$ cat config.mk
export PLATFORM = sky130hd
export DESIGN_NAME = ofrf_front
export DESIGN_NICKNAME = d
export VERILOG_FILES = /design/src/sv/ofrf_pkg.sv /design/src/sv/ofrf_front.sv
export SDC_FILE = /design/constraint.sdc
export NUM_CORES = 1
export LEC_CHECK = 0
export BUFFER_PORTS_ARGS = -buffer_cell sky130_fd_sc_hd__buf_2
export CORE_ASPECT_RATIO = 0.75
export CORE_MARGIN = 1.5
export CORE_UTILIZATION = 22
export DETAILED_ROUTE_END_ITERATION = 6
export PLACE_DENSITY = 0.8
export SLEW_MARGIN = 20
export SYNTH_ARGS = -nofsm -noshare
export SYNTH_HDL_FRONTEND = slang
export SYNTH_SLANG_ARGS = --single-unit
$ cat constraint.sdc
create_clock -name vclk -period 0.8
set_input_delay 0.04 -clock vclk [all_inputs]
set_output_delay 0.04 -clock vclk [all_outputs]
set_load 0.03 [all_outputs]
$ cat src/sv/ofrf_pkg.sv
// types, constants and register codes of the optical flow rate filter
package ofrf_pkg;

	localparam int RATE_FRAC_BITS_DEF = 16;
	localparam int AGE_WIDTH_DEF      = 16;

	localparam int CFG_IDX_W  = 3;
	localparam int CFG_DATA_W = 24;

	localparam logic [CFG_IDX_W-1:0] REG_RATE_PER_COUNT = 3'd0;
	localparam logic [CFG_IDX_W-1:0] REG_QUALITY_FLOOR  = 3'd1;
	localparam logic [CFG_IDX_W-1:0] REG_STALE_WINDOW   = 3'd2;
	localparam logic [CFG_IDX_W-1:0] REG_TAU_X          = 3'd3;
	localparam logic [CFG_IDX_W-1:0] REG_TAU_Y          = 3'd4;

	localparam logic [23:0] RATE_PER_COUNT_RST = 24'd34393;
	localparam logic [7:0]  QUALITY_FLOOR_RST  = 8'd19;
	localparam logic [15:0] STALE_WINDOW_RST   = 16'd50;

	localparam logic [23:0] ELAPSED_LO = 24'd100;
	localparam logic [23:0] ELAPSED_HI = 24'd500000;

	localparam logic [19:0] USEC_PER_SEC = 20'd1000000;
	localparam logic [16:0] Q16_ONE      = 17'd65536;
	localparam logic [16:0] LOG2E_Q16    = 17'd94548;
	localparam logic [4:0]  EXP_SHIFT_MAX = 5'd17;
	localparam logic [15:0] HORNER_C0 = 16'd630;
	localparam logic [15:0] HORNER_C1 = 16'd3638;
	localparam logic [15:0] HORNER_C2 = 16'd15744;
	localparam logic [15:0] HORNER_C3 = 16'd45426;

	localparam int DIV_NUM_W = 64;
	localparam int DIV_DEN_W = 40;

	localparam int FIFO_DEPTH = 2;

	typedef enum logic [1:0] {
		KIND_TICK,
		KIND_SAMPLE,
		KIND_REJECT
	} kind_t;

	typedef struct packed {
		kind_t              kind;
		logic signed [15:0] delta_x;
		logic signed [15:0] delta_y;
		logic [7:0]         quality;
		logic [23:0]        elapsed_us;
	} cmd_t;

	typedef struct packed {
		logic [23:0] rate_per_count_q24;
		logic [7:0]  quality_floor;
		logic [15:0] stale_window_ms;
		logic [23:0] tau_x_us;
		logic [23:0] tau_y_us;
	} cfg_t;

	typedef enum logic [4:0] {
		ST_IDLE,
		ST_MAG,
		ST_MHI,
		ST_MLO,
		ST_RDIV,
		ST_RWAIT,
		ST_RSAT,
		ST_GDIV,
		ST_GWAIT,
		ST_GLOG,
		ST_H0,
		ST_H1,
		ST_H2,
		ST_H3,
		ST_KCALC,
		ST_UMUL,
		ST_UPD,
		ST_COMMIT,
		ST_OUT
	} state_t;

endpackage

$ cat src/sv/ofrf_front.sv
// input side: takes items and sorts them into tick, sample or reject
module ofrf_front import ofrf_pkg::*; (
	input  logic        s_tvalid,
	output logic        s_tready,
	input  logic [63:0] s_tdata,
	input  logic [1:0]  s_tuser,
	input  logic        q_full,
	output logic        q_push,
	output cmd_t        q_cmd
);

	logic [23:0] elapsed;
	logic        in_window;

	assign elapsed   = s_tdata[63:40];
	assign in_window = (elapsed > ELAPSED_LO) && (elapsed < ELAPSED_HI);

	assign s_tready = !q_full;
	assign q_push   = s_tvalid && !q_full;

	always_comb begin
		q_cmd.delta_x    = s_tdata[15:0];
		q_cmd.delta_y    = s_tdata[31:16];
		q_cmd.quality    = s_tdata[39:32];
		q_cmd.elapsed_us = elapsed;
		if (s_tuser[0]) begin
			q_cmd.kind = KIND_TICK;
		end else if (s_tuser[1] && in_window) begin
			q_cmd.kind = KIND_SAMPLE;
		end else begin
			q_cmd.kind = KIND_REJECT;
		end
	end

endmodule

==> results of run 1 <==
==> timing repair <==
action	CTS	global route
setup endpoints to repair	2	2
gates cloned	0	0
resized for setup	9	3
pin swaps	3	5
==> final cells by class <==
type | instances | area, sq um | area share (%)
Timing Repair Buffer | 61 | 339 | 58.4
Multi-Input combinational cell | 18 | 185 | 31.9
Tap cell | 36 | 45.0 | 7.76
Inverter | 3 | 11.3 | 1.94
==> power by group <==
| part | switching (mW) | internal (mW) | leakage, nW | total, mW |
|---|---|---|---|---|
| registers | 0 | 0 | 0 | 0 |
| logic | 0.247 | 0.137 | 0.301 | 0.385 |
| clock network | 0 | 0 | 0 | 0 |
| total | 0.247 | 0.137 | 0.301 | 0.385 |
==> critical path: stages <==
cell     delay, ns
buf_6         0.10
nor4_4        0.31
nand4_1       0.16
a31oi_2       0.20
buf_4         0.15
nor4_4        0.03
buf_6         0.15
==> kinds of logic (layout without fill, tap and decap cells) <==
logic type	Yosys count	in the layout	synth area share [%]
AOI/OAI and AO/OA	5	5	5.91
buffers and inverters	67	64	80.0
and+or+nand+nor	13	13	14.1
==> final timing paths <==
kind,start,endpoint,slack (ns)
worst max-delay path,s_tdata[51],q_cmd[64],-0.37
worst min-delay path,s_tdata[37],q_cmd[29],0.08
==> through the flow <==
| stage | util (%) | worst slack [ns] | setup TNS [ns] |
|---|---|---|---|
| floorplan | - | -0.235 | -0.447 |
| global placement | 19.8 | -0.509 | -0.985 |
| detailed placement | 19.8 | -0.492 | -0.979 |
| CTS | 21.3 | -0.428 | -0.841 |
| global route | 22.1 | -0.457 | -0.905 |
| finish | 22.1 | -0.371 | -0.741 |
==> cell usage in the layout (no fill, tap or decap), drive strengths merged <==
cell    netlist  routed
nor4          4       4
nand2         1       1
a31oi         1       1
nor2b         1       1
o31a          1       1
a311oi        1       1
nand4         2       2
nand3b        1       1
o31ai         1       1
nor2          3       3
inv           3       3
buf          64      61
o21ai         1       1
nor3          1       1
==> Yosys cell counts, drive strengths merged <==
master / instances / share of area [%]
o31a: 1 / 1.4
nor2b: 1 / 1.0
inv: 3 / 1.8
nand2: 1 / 0.61
nand4: 2 / 2.0
nor2: 3 / 1.8
nor3: 1 / 0.81
nor4: 4 / 6.5
a31oi: 1 / 1.0
buf: 64 / 78
o31ai: 1 / 1.2
a311oi: 1 / 1.4
o21ai: 1 / 0.81
nand3b: 1 / 1.2
==> routing by layer <==
metal / vias to the layer above / routed length (um) / part of all wire (%) / track usage, %
met5: - / 0 / 0 / 0
met4: 0 / 23 / 1.8 / 2.90
met3: 10 / 213 / 17 / 4.65
met2: 49 / 589 / 47 / 11.3
met1: 197 / 428 / 34 / 7.87
li1: 210 / - / - / -
==> summary.md, run 1 <==
| Metric | Value |
|---|---|
| Status | `finished, violations left` |
| Violated checks | `negative setup slack` |
| WS Path Type | `in -> out` |
| GPL Wtd Cong | `0.624` |
| Max_cap viols | `0` |
| First-pass GRT wire length | `1870 um` |
| Mapped Area | `approximately 610 sq um` |
| Tot Pwr | `0.385 mW` |
| Initial antenna violation count | `0` |
| Synth Net Count | `~150` |
| Gr usage total | `7.27%` |
| Syn Inst Count | `85` |
| Initial DRT Pass Iterations | `2` |
| # hold bufs at CTS | `0` |
| Final period util | `146%` |
| Share of cells above drive strength 1 | `82.9%` |
| Max VDD drop | `roughly 0.00012 V` |
| Diodes inserted | `0` |
| Die width | `between 60 and 70 um` |
| Remaining DRCs | `0` |
| Fillers | `306` |
| CP arrival | `1.13 ns` |
| Port buffer count | `56` |
| RSZ-0062 raised after global routing | `true` |
| GRT overflow | `0` |
| Largest net degree at the start of global routing | `5` |
| DPL Wire Length | `1090 um` |
| Area of the die | `0.00312 sq mm` |
| Row cnt | `16` |
| Final Critical Period | `1.17 ns` |
| Final hold violation count | `0` |
| Seq_cells | `0` |
| Max Slew Vio Count | `0` |
| Synth unique cells | `15` |
| Crit-path max FO | `2` |
| Synth Warn # | `0` |
| WHS | `0.0800 ns` |
| Core Footprint | `0.00262 sq mm` |
| Worst Tran Pin Value | `roughly 0.38 ns` |
| Area growth syn-to-layout | `-5.50%` |
| DP Cell Count | `118` |
| Hold Path Depth | `0` |
| Final wirelength | `1250 um` |
| CP required | `0.76 ns` |
| DRT antenna net count | `0` |
| DR WL/cell | `10.6 um` |
| Crit. End Element | `output port` |
| Die H | `48.8 um` |
| Via Count | `466` |
| Storage cell area | `0 sq um` |
| Final WS setup | `-0.371 ns` |
| Fmax achieved | `0.854 GHz` |
| # setup viols final | `2` |
| Layout Cells excl Fill | `118` |
| Cell Pwr Density | `about 660 mW/mm^2` |
| Vias per cell | `3.95` |
| Slew HR | `between 70 and 80%` |
| CP Launch Type | `input pin` |
| Initial DRC count | `1` |
| Vias in the first global route | `419` |
| Post-CTS setup buffer count | `0` |
| Final-layout clock buffer total | `0` |
| Hold WC Path Type | `in -> out` |
| Leak | `0.301 nW` |
| Register area share after synthesis | `0%` |
| Final #Nets | `about 150` |
| Ports | `136` |
| Initial core utilization | `23.4%` |
| DP Area | `518 sq um` |
| Post-Syn Area per Cell | `7.23 sq um` |
| Finished Cell Area | `roughly 580 sq um` |
No activity file was read; power rests on OpenSTA's default activity.
==> run 2, diff against run 1 <==
Settings changed: BUFFER_PORTS_ARGS -buffer_cell sky130_fd_sc_hd__buf_2 to unset, CORE_AREA set to 2 2 52 54, CORE_ASPECT_RATIO 0.75 to unset, CORE_MARGIN 1.5 to unset, CORE_UTILIZATION 22 to unset, DIE_AREA set to 0 0 54 56, DONT_BUFFER_PORTS set to 1, PLACE_DENSITY 0.8 to unset.
==> run 2 against run 1 <==
The run still ends with negative setup slack left. Critical path depth decreased by 3. Die area decreased by 3.1%. Count of clock-buffer cells in the layout unchanged. Global-route usage decreased by 0.050 points. Utilization decreased by 13 points. Routed wire length increased by 0.24%. Cell count decreased by 53%. Fmax increased by 10%. Via count decreased by 43%. Cell area decreased by 61%. Non-clock buffer count decreased by 57.
==> summary.md, run 2 (synthesis gave the netlist of run 1 again) <==
| Metric | Value |
|---|---|
| Quantity of gates resized following cts | `1 (-8)` |
| Multi-input gate area | `150 sq um (-19%)` |
| Violated checks | `negative setup slack` |
| Status | `finished, violations left` |
| CP max stage delay | `0.55 ns (+0.24 ns)` |
| # hold bufs at CTS | `0 (unchanged)` |
| Vias per cell | `4.82 (+22%)` |
| Max_cap viols | `0 (unchanged)` |
| Max Slew Vio Count | `0 (unchanged)` |
| Final hold violation count | `0 (unchanged)` |
| Worst slack, placed | `-0.293 ns (+0.198 ns)` |
| CP max-delay cell | `a311oi_1` |
| CP required | `0.76 ns (about the same)` |
| DRT antenna net count | `0 (unchanged)` |
| Final Critical Period | `1.06 ns (-0.109 ns)` |
| DP Cell Count | `55 (-53%)` |
| Hold WC Path Type | `in -> out` |
| # setup viols final | `2 (unchanged)` |
| M2 GR Usage | `10.8% (-0.48 points)` |
| Worst Tran Pin Value | `0.585 ns (+0.207 ns)` |
| Cells along the critical path | `o31ai_1 -> a311oi_1 -> o31a_1 -> buf_4` |
| Initial DRC count | `5 (+4)` |
| Die width | `54 um (-16%)` |
| Leak | `0.0631 nW (-79%)` |
| Diodes inserted | `0 (unchanged)` |
| Largest net degree at the start of global routing | `5 (unchanged)` |
| Area growth syn-to-layout | `-62.7%` |
| Initial antenna violation count | `0 (unchanged)` |
| Fmax achieved | `0.941 GHz (+10%)` |
| RSZ-0062 raised after global routing | `true` |
| Max VDD drop | `0.0000885 V (-27%)` |
| Final setup TNS | `-0.514 ns (+0.227 ns)` |
| Vias in the first global route | `284 (-32%)` |
| Ports | `136 (unchanged)` |
| Seq_cells | `0 (unchanged)` |
| CP Launch Type | `input pin` |
| Gr usage total | `7.22% (-0.050 points)` |
| Core Footprint | `0.00243 sq mm (-7.3%)` |
| Initial core utilization | `25.3% (+1.8 points)` |
| Met1 usage in global routing | `3.85% (-4.0 points)` |
| Final WS setup | `-0.262 ns (+0.109 ns)` |
| Final period util | `133% (-14 points)` |
| Area of the die | `0.00302 sq mm (-3.1%)` |
| Slew HR | `60.8% (-14 points)` |
| Die H | `56 um (+15%)` |
| Port buffer count | `0 (-100%)` |
| Via Count | `265 (-43%)` |
| Row cnt | `18 (+2)` |
| Crit-path max FO | `3 (+1)` |
| Fillers | `292 (-4.6%)` |
| Remaining DRCs | `0 (unchanged)` |
| Cell Pwr Density | `243 mW/mm^2 (-63%)` |
| WS Path Type | `in -> out` |
| Initial DRT Pass Iterations | `3 (+1)` |
| Layout Cells excl Fill | `55 (-53%)` |
| Share of cells above drive strength 1 | `32.0% (-51 points)` |
| Final wirelength | `1260 um (+0.24%)` |
| GRT overflow | `0 (unchanged)` |
| Post-CTS setup buffer count | `0 (unchanged)` |
| Most frequent cells in the layout | `4 x buf_4, 3 x inv_1, 3 x nor2_1` |
| Final #Nets | `95 (-38%)` |
| GPL Wtd Cong | `0.625 (+0.26%)` |
| Storage cell area | `0 sq um (unchanged)` |
| CP arrival | `1.02 ns (-0.11 ns)` |
| Final-layout clock buffer total | `0 (unchanged)` |
| Crit. End Element | `output port` |
| Met3 Use GR | `8.33% (+3.7 points)` |
| Most common cell after layout, fill and taps aside | `buf_4` |
| First-pass GRT wire length | `1580 um (-15%)` |
| DR WL/cell | `22.9 um (+120%)` |
| Layer with the highest usage | `met2` |
## run 2: cell count changes in the layout (fill, tap and decap cells not counted), moves of 2 or more
cell,delta
buf_6,-3
buf_4,-2
nor4_4,-2
buf_2,-52
## run 2: critical path: cells and delay by family
| kind | cells | cell delay, ns |
|---|---|---|
| buffers and inverters | 1 | 0.15 |
| AOI/OAI and AO/OA | 3 | 0.83 |
## run 2: final timing paths
check	startpoint	endpoint	cells past startpoint
hold / removal	s_tdata[37]	q_cmd[29]	0
setup / recovery	s_tdata[46]	q_cmd[65]	4
## run 2: layout make-up
type | count | share of cell area, %
multi-input cells | 18 | 65.6
repair buffers | 4 | 13.1
inverters | 3 | 4.92
well taps | 30 | 16.4
## run 2: report_power, final
| group | leakage (nW) | internal (mW) | switching, mW |
|---|---|---|---|
| logic | 0.0631 | 0.0240 | 0.0315 |
| clock network | 0 | 0 | 0 |
| registers | 0 | 0 | 0 |
## run 2: per-layer routing
| layer | part of all wire [%] | vias up | wire length (um) |
|---|---|---|---|
| li1 | - | 92 | - |
| met5 | 0 | - | 0 |
| met2 | 45 | 58 | 566 |
| met3 | 33 | 22 | 418 |
| met1 | 15 | 93 | 183 |
| met4 | 7.1 | 0 | 89 |
## run 2: through the flow
step                      hold WS, ns  power (mW)  util [%]  area, sq um
after global routing           0.0800      0.0597      9.41          229
after global placement         0.0802      0.0553      9.16          223
after floorplan                 0.127       0.643         -          636
final                          0.0800      0.0555      9.41          229
after CTS                      0.0802      0.0564      9.41          229
after detailed placement       0.0802      0.0555      9.16          223
