**src/sv/ofrf_pkg.sv**
```systemverilog
// types, constants and register codes of the optical flow rate filter
package ofrf_pkg;

	localparam int RATE_FRAC_BITS_DEF = 16;
	localparam int AGE_WIDTH_DEF      = 16;

	localparam int CFG_IDX_W  = 3;
	localparam int CFG_DATA_W = 24;

	localparam logic [CFG_IDX_W-1:0] REG_RATE_PER_COUNT = 3'd0;
	localparam logic [CFG_IDX_W-1:0] REG_QUALITY_FLOOR  = 3'd1;
	localparam logic [CFG_IDX_W-1:0] REG_STALE_WINDOW   = 3'd2;
	localparam logic [CFG_IDX_W-1:0] REG_TAU_X          = 3'd3;
	localparam logic [CFG_IDX_W-1:0] REG_TAU_Y          = 3'd4;

	localparam logic [23:0] RATE_PER_COUNT_RST = 24'd34393;
	localparam logic [7:0]  QUALITY_FLOOR_RST  = 8'd19;
	localparam logic [15:0] STALE_WINDOW_RST   = 16'd50;

	localparam logic [23:0] ELAPSED_LO = 24'd100;
	localparam logic [23:0] ELAPSED_HI = 24'd500000;

	localparam logic [19:0] USEC_PER_SEC = 20'd1000000;
	localparam logic [16:0] Q16_ONE      = 17'd65536;
	localparam logic [16:0] LOG2E_Q16    = 17'd94548;
	localparam logic [4:0]  EXP_SHIFT_MAX = 5'd17;
	localparam logic [15:0] HORNER_C0 = 16'd630;
	localparam logic [15:0] HORNER_C1 = 16'd3638;
	localparam logic [15:0] HORNER_C2 = 16'd15744;
	localparam logic [15:0] HORNER_C3 = 16'd45426;

	localparam int DIV_NUM_W = 64;
	localparam int DIV_DEN_W = 40;

	localparam int FIFO_DEPTH = 2;

	typedef enum logic [1:0] {
		KIND_TICK,
		KIND_SAMPLE,
		KIND_REJECT
	} kind_t;

	typedef struct packed {
		kind_t              kind;
		logic signed [15:0] delta_x;
		logic signed [15:0] delta_y;
		logic [7:0]         quality;
		logic [23:0]        elapsed_us;
	} cmd_t;

	typedef struct packed {
		logic [23:0] rate_per_count_q24;
		logic [7:0]  quality_floor;
		logic [15:0] stale_window_ms;
		logic [23:0] tau_x_us;
		logic [23:0] tau_y_us;
	} cfg_t;

	typedef enum logic [4:0] {
		ST_IDLE,
		ST_MAG,
		ST_MHI,
		ST_MLO,
		ST_RDIV,
		ST_RWAIT,
		ST_RSAT,
		ST_GDIV,
		ST_GWAIT,
		ST_GLOG,
		ST_H0,
		ST_H1,
		ST_H2,
		ST_H3,
		ST_KCALC,
		ST_UMUL,
		ST_UPD,
		ST_COMMIT,
		ST_OUT
	} state_t;

endpackage

```
**src/sv/ofrf_fifo.sv**
```systemverilog
// short command queue between the input side and the execution side
module ofrf_fifo import ofrf_pkg::*; (
	input  logic clk,
	input  logic arst_n,
	input  logic push,
	input  cmd_t push_cmd,
	output logic full,
	input  logic pop,
	output logic empty,
	output cmd_t pop_cmd
);

	localparam int PTR_W = $clog2(FIFO_DEPTH);
	localparam int CNT_W = $clog2(FIFO_DEPTH + 1);

	cmd_t             mem_q [FIFO_DEPTH];
	logic [PTR_W-1:0] wr_ptr_q;
	logic [PTR_W-1:0] rd_ptr_q;
	logic [CNT_W-1:0] count_q;

	assign full    = (count_q == CNT_W'(FIFO_DEPTH));
	assign empty   = (count_q == '0);
	assign pop_cmd = mem_q[rd_ptr_q];

	always_ff @(posedge clk) begin
		if (push) begin
			mem_q[wr_ptr_q] <= push_cmd;
		end
	end

	always_ff @(posedge clk or negedge arst_n) begin
		if (!arst_n) begin
			wr_ptr_q <= '0;
			rd_ptr_q <= '0;
			count_q  <= '0;
		end else begin
			if (push) begin
				wr_ptr_q <= (wr_ptr_q == PTR_W'(FIFO_DEPTH - 1)) ? '0 : wr_ptr_q + 1'b1;
			end
			if (pop) begin
				rd_ptr_q <= (rd_ptr_q == PTR_W'(FIFO_DEPTH - 1)) ? '0 : rd_ptr_q + 1'b1;
			end
			if (push && !pop) begin
				count_q <= count_q + 1'b1;
			end else if (pop && !push) begin
				count_q <= count_q - 1'b1;
			end
		end
	end

endmodule

```
**config.mk**
```make
export PLATFORM = sky130hd
export DESIGN_NAME = ofrf_fifo
export DESIGN_NICKNAME = d
export VERILOG_FILES = /design/src/sv/ofrf_pkg.sv /design/src/sv/ofrf_fifo.sv
export SDC_FILE = /design/constraint.sdc
export NUM_CORES = 1
export LEC_CHECK = 0
export ABC_AREA = 1
export BUFFER_PORTS_ARGS = -buffer_cell sky130_fd_sc_hd__buf_2
export CAP_MARGIN = 20
export CORE_AREA = 2 2 134 136
export CTS_CLUSTER_DIAMETER = 150
export CTS_CLUSTER_SIZE = 20
export DETAILED_ROUTE_END_ITERATION = 8
export DIE_AREA = 0 0 136 138
export GPL_TIMING_DRIVEN = 0
export PLACE_DENSITY = 0.51
export SETUP_SLACK_MARGIN = 0.4
export SLEW_MARGIN = 20
export SYNTH_ARGS = -nofsm -noshare
export SYNTH_HDL_FRONTEND = slang
export SYNTH_SLANG_ARGS = --single-unit
```
**constraint.sdc**
```tcl
create_clock -name clk -period 4.6 [get_ports clk]
set_input_delay 0.92 -clock clk [delete_from_list [all_inputs] [get_ports clk]]
set_output_delay 0.92 -clock clk [all_outputs]
set_load 0.1 [all_outputs]
```
==> flow_metrics.tcl, run 1 <==
set metrics [dict create \
    status "finished clean" \
    via_per_inst 4.08 \
    drt_pass1_iterations 4 \
    drt-wirelength-per-cell_um 15.0 \
    r2r_setup_slack_ns 3.10 \
    skew_ns 0.00551 \
    critPathLaunch "rd_ptr_q" \
    die_height_um 138 \
    drv_slew 0 \
    finalCriticalPeriod_ns 2.80 \
    antenna_cells 0 \
    finalNonFillerCells 632 \
    crit_required_ns 3.68 \
    regArea_mm2 0.00406 \
    drt.antenna.violating_nets 0 \
    hpwl_mm 6.43 \
    syn_inst 230 \
    grt_max_degree 39 \
    timing.rr.start "wr_ptr_q" \
    synth_edf_count 132 \
    drc 0 \
    syn_to_final_growth_pct 33.2 \
    io_buffers 137 \
    postSynthAreaPerCell_um2 22.1 \
    dp_slack_ns 2.15 \
    final_common_cell "buf_2" \
    fin_ws_ns 1.80 \
    grt_antenna_before_repair 0 \
    placed_cells 600 \
    final_nets 461 \
    cts_resized 0 \
    reg2reg_depth 3 \
    cts_made_buffers 17 \
    globalplace.congestion 0.621 \
    whs_ns 0.313 \
    grt_overflow 0 \
    cp-start-kind "flip-flop" \
    finalCritPeriodShare_pct 60.8 \
    layout_common_cells "buf_2, edfxtp_1, mux2_2, mux2_4, clkbuf_16" \
    seq_area_frac_synth_pct 80.0 \
    finalHoldViolations 0 \
    cts.reportedPaths.clkPinSlew_ns 0.06 \
    yosysWarnings 0 \
    grt_pass1_wl_mm 14.7 \
    num_rows 49 \
    fp.dieW_um 136 \
    ys_async_sr_fraction_pct 2.94 \
    grt_usage_pct 10.5 \
    vias 2581 \
    io_pins 138 \
    worstSetupEndpointType "output pin" \
    route.final.wire_length_mm 9.49 \
    crit_type "reg2out" \
    clkSinkCount 136 \
    multi_input_area_um2 943 \
    synth_ff_type "edfxtp_1" \
    tns_ns 0 \
    syn-num-nets 301 \
    crit_fanout 10 \
    htreeDepth 4 \
    synth-seq-cells 136 \
    setup-violations-final 0 \
    postCtsSetupRepairBufs 0 \
    fillers 1681 \
    initial_core_util_pct 29.0 \
    maxCapViolCount 0 \
    maxSlewHeadroom_pct 65.7 \
    clock.fmax_mhz 357 \
    rsz0062_at_grt "no" \
    layout-drive-gt1-share_pct 61.3 \
    cts_root_buf "clkbuf_16" \
    core_area_mm2 0.0175 \
    drtIter0Drc 118 \
    cts_buffer_depth 2 \
    arrival_ns 1.88 \
    grt_pass1_vias 2810 \
    hold_path.class "in2async" \
    clk_latency_ns 0.41 \
    r2r_end "mem_q[1][12]" \
    synth_cell_types 15 \
    worst_pin_slew_ns 0.514 \
    netlist_area_mm2 0.00508 \
    die-area_mm2 0.0188 \
    cts_tree "yes" \
    ctsHoldBuffers 0 \
]
==> critical path, cell delays in order (launching register included) <==
cell     delay [ns]
dfrtp_1        0.40
buf_4          0.25
buf_6          0.21
mux2_4         0.32
buf_2          0.29
==> final cells by class <==
class / count / share of cell area (%)
Sequential cell: 136 / 60.0
Multi-Input combinational cell: 80 / 13.9
Timing Repair Buffer: 141 / 11.5
Clock buffer: 17 / 6.28
Tap cell: 229 / 4.23
Clock inverter: 15 / 2.72
Buffer: 7 / 0.832
Inverter: 7 / 0.425
==> kinds of logic after synthesis <==
logic type,count (synthesis),share of synthesized area [%]
simple gates,10,0.812
flops,136,80.0
fa+ha+maj,1,0.246
buf+inv,14,1.62
xor+xnor,3,0.517
mux,66,16.8
==> cells in the mapped netlist (2+ instances only) <==
| master | count | area, um2 |
|---|---|---|
| edfxtp_1 | 132 | 3960 |
| mux2_2 | 36 | 405 |
| mux2_4 | 30 | 450 |
| inv_1 | 7 | 26.3 |
| nand2_1 | 5 | 18.8 |
| dfrtp_1 | 4 | 100 |
| buf_2 | 3 | 15.0 |
| buf_6 | 3 | 33.8 |
| nor2_1 | 3 | 11.3 |
| xor2_1 | 2 | 17.5 |
==> routing by layer <==
metal	vias up	wire length, um	track usage (%)	part of all wire, %
met4	0	129	4.11	1.4
met2	89	4780	17.1	50
li1	1221	-	-	-
met1	1263	3960	12.3	42
met5	-	0	0	0
met3	8	617	4.51	6.5
==> state kept, by name, indices dropped and copies added, names as in the netlist <==
name	flops
count_q	2
mem_q	132
rd_ptr_q	1
wr_ptr_q	1
==> worst max-delay path by stage <==
stage | cells past startpoint | to
final | 4 | pop_cmd[19]
after global routing | 4 | pop_cmd[9]
after CTS | 4 | pop_cmd[19]
after detailed placement | 4 | pop_cmd[19]
after global placement | 3 | mem_q[0][22]
after floorplan | 2 | mem_q[0][0]
==> per-stage QoR <==
step | instance area, um2 | utilization [%]
final | 6770 | 38.6
after global placement | 6060 | 34.5
after detailed placement | 6160 | 35.1
after global routing | 6770 | 38.6
after floorplan | 5080 | -
after CTS | 6770 | 38.6
Power of run 1 is left out: the tool's default activity adds up to more than one toggle a clock period on the data nets, which glitch-free logic cannot reach.
==> run 2: changes to the inputs <==
--- a/config.mk
+++ b/config.mk
@@ -5,16 +5,16 @@
 export SDC_FILE = /design/constraint.sdc
 export NUM_CORES = 1
 export LEC_CHECK = 0
-export ABC_AREA = 1
+export ABC_AREA = 0
 export BUFFER_PORTS_ARGS = -buffer_cell sky130_fd_sc_hd__buf_2
 export CAP_MARGIN = 20
-export CORE_AREA = 2 2 134 136
+export CORE_AREA = 2 2 133 135
 export CTS_CLUSTER_DIAMETER = 150
 export CTS_CLUSTER_SIZE = 20
 export DETAILED_ROUTE_END_ITERATION = 8
-export DIE_AREA = 0 0 136 138
+export DIE_AREA = 0 0 135 137
 export GPL_TIMING_DRIVEN = 0
-export PLACE_DENSITY = 0.51
+export PLACE_DENSITY = 0.53
 export SETUP_SLACK_MARGIN = 0.4
 export SLEW_MARGIN = 20
 export SYNTH_ARGS = -nofsm -noshare
==> constraint.sdc (replaced) <==
create_clock -name clk -period 2.5 [get_ports clk]
set_input_delay 0.5 -clock clk [delete_from_list [all_inputs] [get_ports clk]]
set_output_delay 0.5 -clock clk [all_outputs]
set_load 0.1 [all_outputs]
==> run 2 against run 1 <==
Net effect: final cell count is 1.3% lower; via count hardly changed; register-to-register slack worse by 2.3 ns; hold slack worse by 0.036 ns; setup slack worse by 1.5 ns.
==> flow_metrics.tcl, run 2 <==
set metrics [dict create \
    postSynthAreaPerCell_um2 22.9 \
    fin_ws_ns 0.338 \
    drt.antenna.violating_nets 0 \
    drtIter0Drc 106 \
    whs_ns 0.277 \
    crit_required_ns 2.00 \
    yosysMostFrequentCell "edfxtp_1" \
    layout-drive-gt1-share_pct 62.9 \
    drv_slew 0 \
    drt-wirelength-per-cell_um 15.0 \
    arrival_ns 1.66 \
    status "finished clean" \
    io_pins 138 \
    syn_to_final_growth_pct 44.8 \
    worst_pin_slew_ns 0.668 \
    die_height_um 137 \
    seq_area_frac_synth_pct 80.3 \
    netlist_area_mm2 0.00506 \
    largest_registers "mem_q: 132 flops, count_q: 2 flops" \
    synth_cell_types 14 \
    vias 2583 \
    synth_area_leaders "edfxtp_1, mux2_4, mux2_2" \
    cts_tree "yes" \
    cp_slowest_cell "dfrtp_2" \
    cts_buffer_depth 2 \
    via_per_inst 4.14 \
    cts.reportedPaths.clkPinSlew_ns 0.06 \
    drc 0 \
    route.final.wire_length_mm 9.33 \
    grt_antenna_before_repair 0 \
    worstSetupEndpointType "output pin" \
    maxCapViolCount 0 \
    final_nets 457 \
    num_rows 48 \
    clock.fmax_mhz 462 \
    clkSinkCount 136 \
    synth_largest_area_cell "edfxtp_1" \
    grt_overflow 0 \
    crit_path_frequent_cell "buf_12" \
    globalplace.congestion 0.657 \
    core_area_mm2 0.0171 \
    cts_root_buf "clkbuf_16" \
    ys_async_sr_fraction_pct 2.94 \
    htreeDepth 4 \
    skew_ns 0.00574 \
    synth-seq-cells 136 \
    yosysWarnings 0 \
    io_buffers 137 \
    fillers 1551 \
    netlist.area_leader.share_pct 78.3 \
    setup-violations-final 0 \
    crit_fanout 10 \
    finalCritPeriodShare_pct 86.5 \
    grt_usage_pct 10.4 \
    initial_core_util_pct 29.7 \
    synth_edf_count 132 \
    largest_register_ffs 132 \
    finalHoldViolations 0 \
    synthTopCellsByCount "edfxtp_1, mux2_2, mux2_4" \
    maxSlewHeadroom_pct 55.4 \
    grt_pass1_wl_mm 14.2 \
    hpwl_mm 6.18 \
    rsz0062_at_grt "yes" \
    drt_pass1_iterations 4 \
    final_common_cell "edfxtp_1" \
    top_register "mem_q" \
    clk_latency_ns 0.41 \
    crit_path_cell_trace "buf_12 > buf_12 > mux2_4 > buf_6" \
    cp-start-kind "flip-flop" \
    dp_slack_ns 0.490 \
    synth_ff_type "edfxtp_1" \
    finalCriticalPeriod_ns 2.16 \
    slowest_delay_ns 0.45 \
    hold_path.class "in2reg" \
    die-area_mm2 0.0185 \
    crit_type "reg2out" \
    syn_inst 221 \
    antenna_cells 0 \
    grt_pass1_vias 2748 \
    syn-num-nets 292 \
    layout_common_cells "edfxtp_1, buf_2, buf_4, mux2_2, buf_12" \
    fp.dieW_um 135 \
    grt_max_degree 36 \
    cts_made_buffers 17 \
]
-- run 2: cell count changes in the layout (fill, tap and decap cells not counted), moves of 2 or more --
cell | before | now
clkinv_1 | 1 | 4
buf_12 | 2 | 34
buf_6 | 3 | 8
xor2_1 | 2 | 4
inv_1 | 6 | 1
nand2_1 | 5 | 0
bufinv_16 | 4 | 1
buf_4 | 1 | 36
clkinv_2 | 7 | 4
buf_2 | 140 | 71
clkinvlp_4 | 1 | 4
-- run 2: metal layers --
| layer | part of all wire [%] | track usage [%] |
|---|---|---|
| met5 | 0 | 0 |
| met3 | 7.4 | 4.70 |
| met2 | 52 | 17.4 |
| met4 | 1.2 | 4.51 |
| met1 | 40 | 11.5 |
-- run 2: cell type report --
| type | instances | area (um2) | share of cell area, % |
|---|---|---|---|
| clock buffers | 17 | 425 | 5.80 |
| flip-flops and latches | 136 | 4070 | 55.5 |
| plain buffers | 7 | 103 | 1.40 |
| repair buffers | 146 | 1390 | 18.9 |
| inverters | 1 | 3.75 | 0.0512 |
| multi-input cells | 77 | 953 | 13.0 |
| well taps | 225 | 282 | 3.84 |
| clock inverters | 15 | 113 | 1.54 |
-- run 2: path summary, 6_finish.rpt --
path | start | end | slack [ns] | depth (start not counted)
setup reg to reg | wr_ptr_q | mem_q[0][7] | 0.79 | 3
min in group asynchronous | arst_n | count_q[0] | 0.43 | 2
hold / removal | push_cmd[43] | mem_q[1][43] | 0.28 | 1
max in group asynchronous | arst_n | rd_ptr_q | 1.93 | 2
setup / recovery | rd_ptr_q | pop_cmd[6] | 0.34 | 4
hold reg to reg | count_q[1] | count_q[1] | 0.52 | 1
-- run 2: metrics by stage --
stage               std cells  instance area [um2]  utilization [%]  setup TNS (ns)
floorplan                 221                 5080                -               0
global placement          583                 6040             35.4          -15.53
detailed placement        587                 6150             36.0               0
CTS                       620                 7030             41.2               0
global route              624                 7330             43.0               0
finish                    624                 7330             43.0               0
-- run 2: repair_timing --
item                                   4_1_cts  5_1_grt
gates resized for setup                    113       61
buffers inserted                             0        4
setup endpoints to repair                   66       66
hold buffers                                 1        0
endpoints found under the hold margin        4        0
-- run 2: cell families after synthesis --
| kind of cell | after synthesis | share of synthesized area (%) |
|---|---|---|
| multiplexers | 66 | 16.9 |
| XOR/XNOR | 5 | 0.865 |
| buffers and inverters | 8 | 1.19 |
| adder cells (fa/ha/maj) | 1 | 0.247 |
| AND/OR/NAND/NOR | 5 | 0.519 |
| flip-flops | 136 | 80.3 |
-- run 2: critical path: cells and delay by family, from the launching register on --
family                 cells  cell delay, ns
multiplexers               1            0.30
flip-flops                 1            0.45
buffers and inverters      3            0.50
Power of run 2 is left out for the same reason.
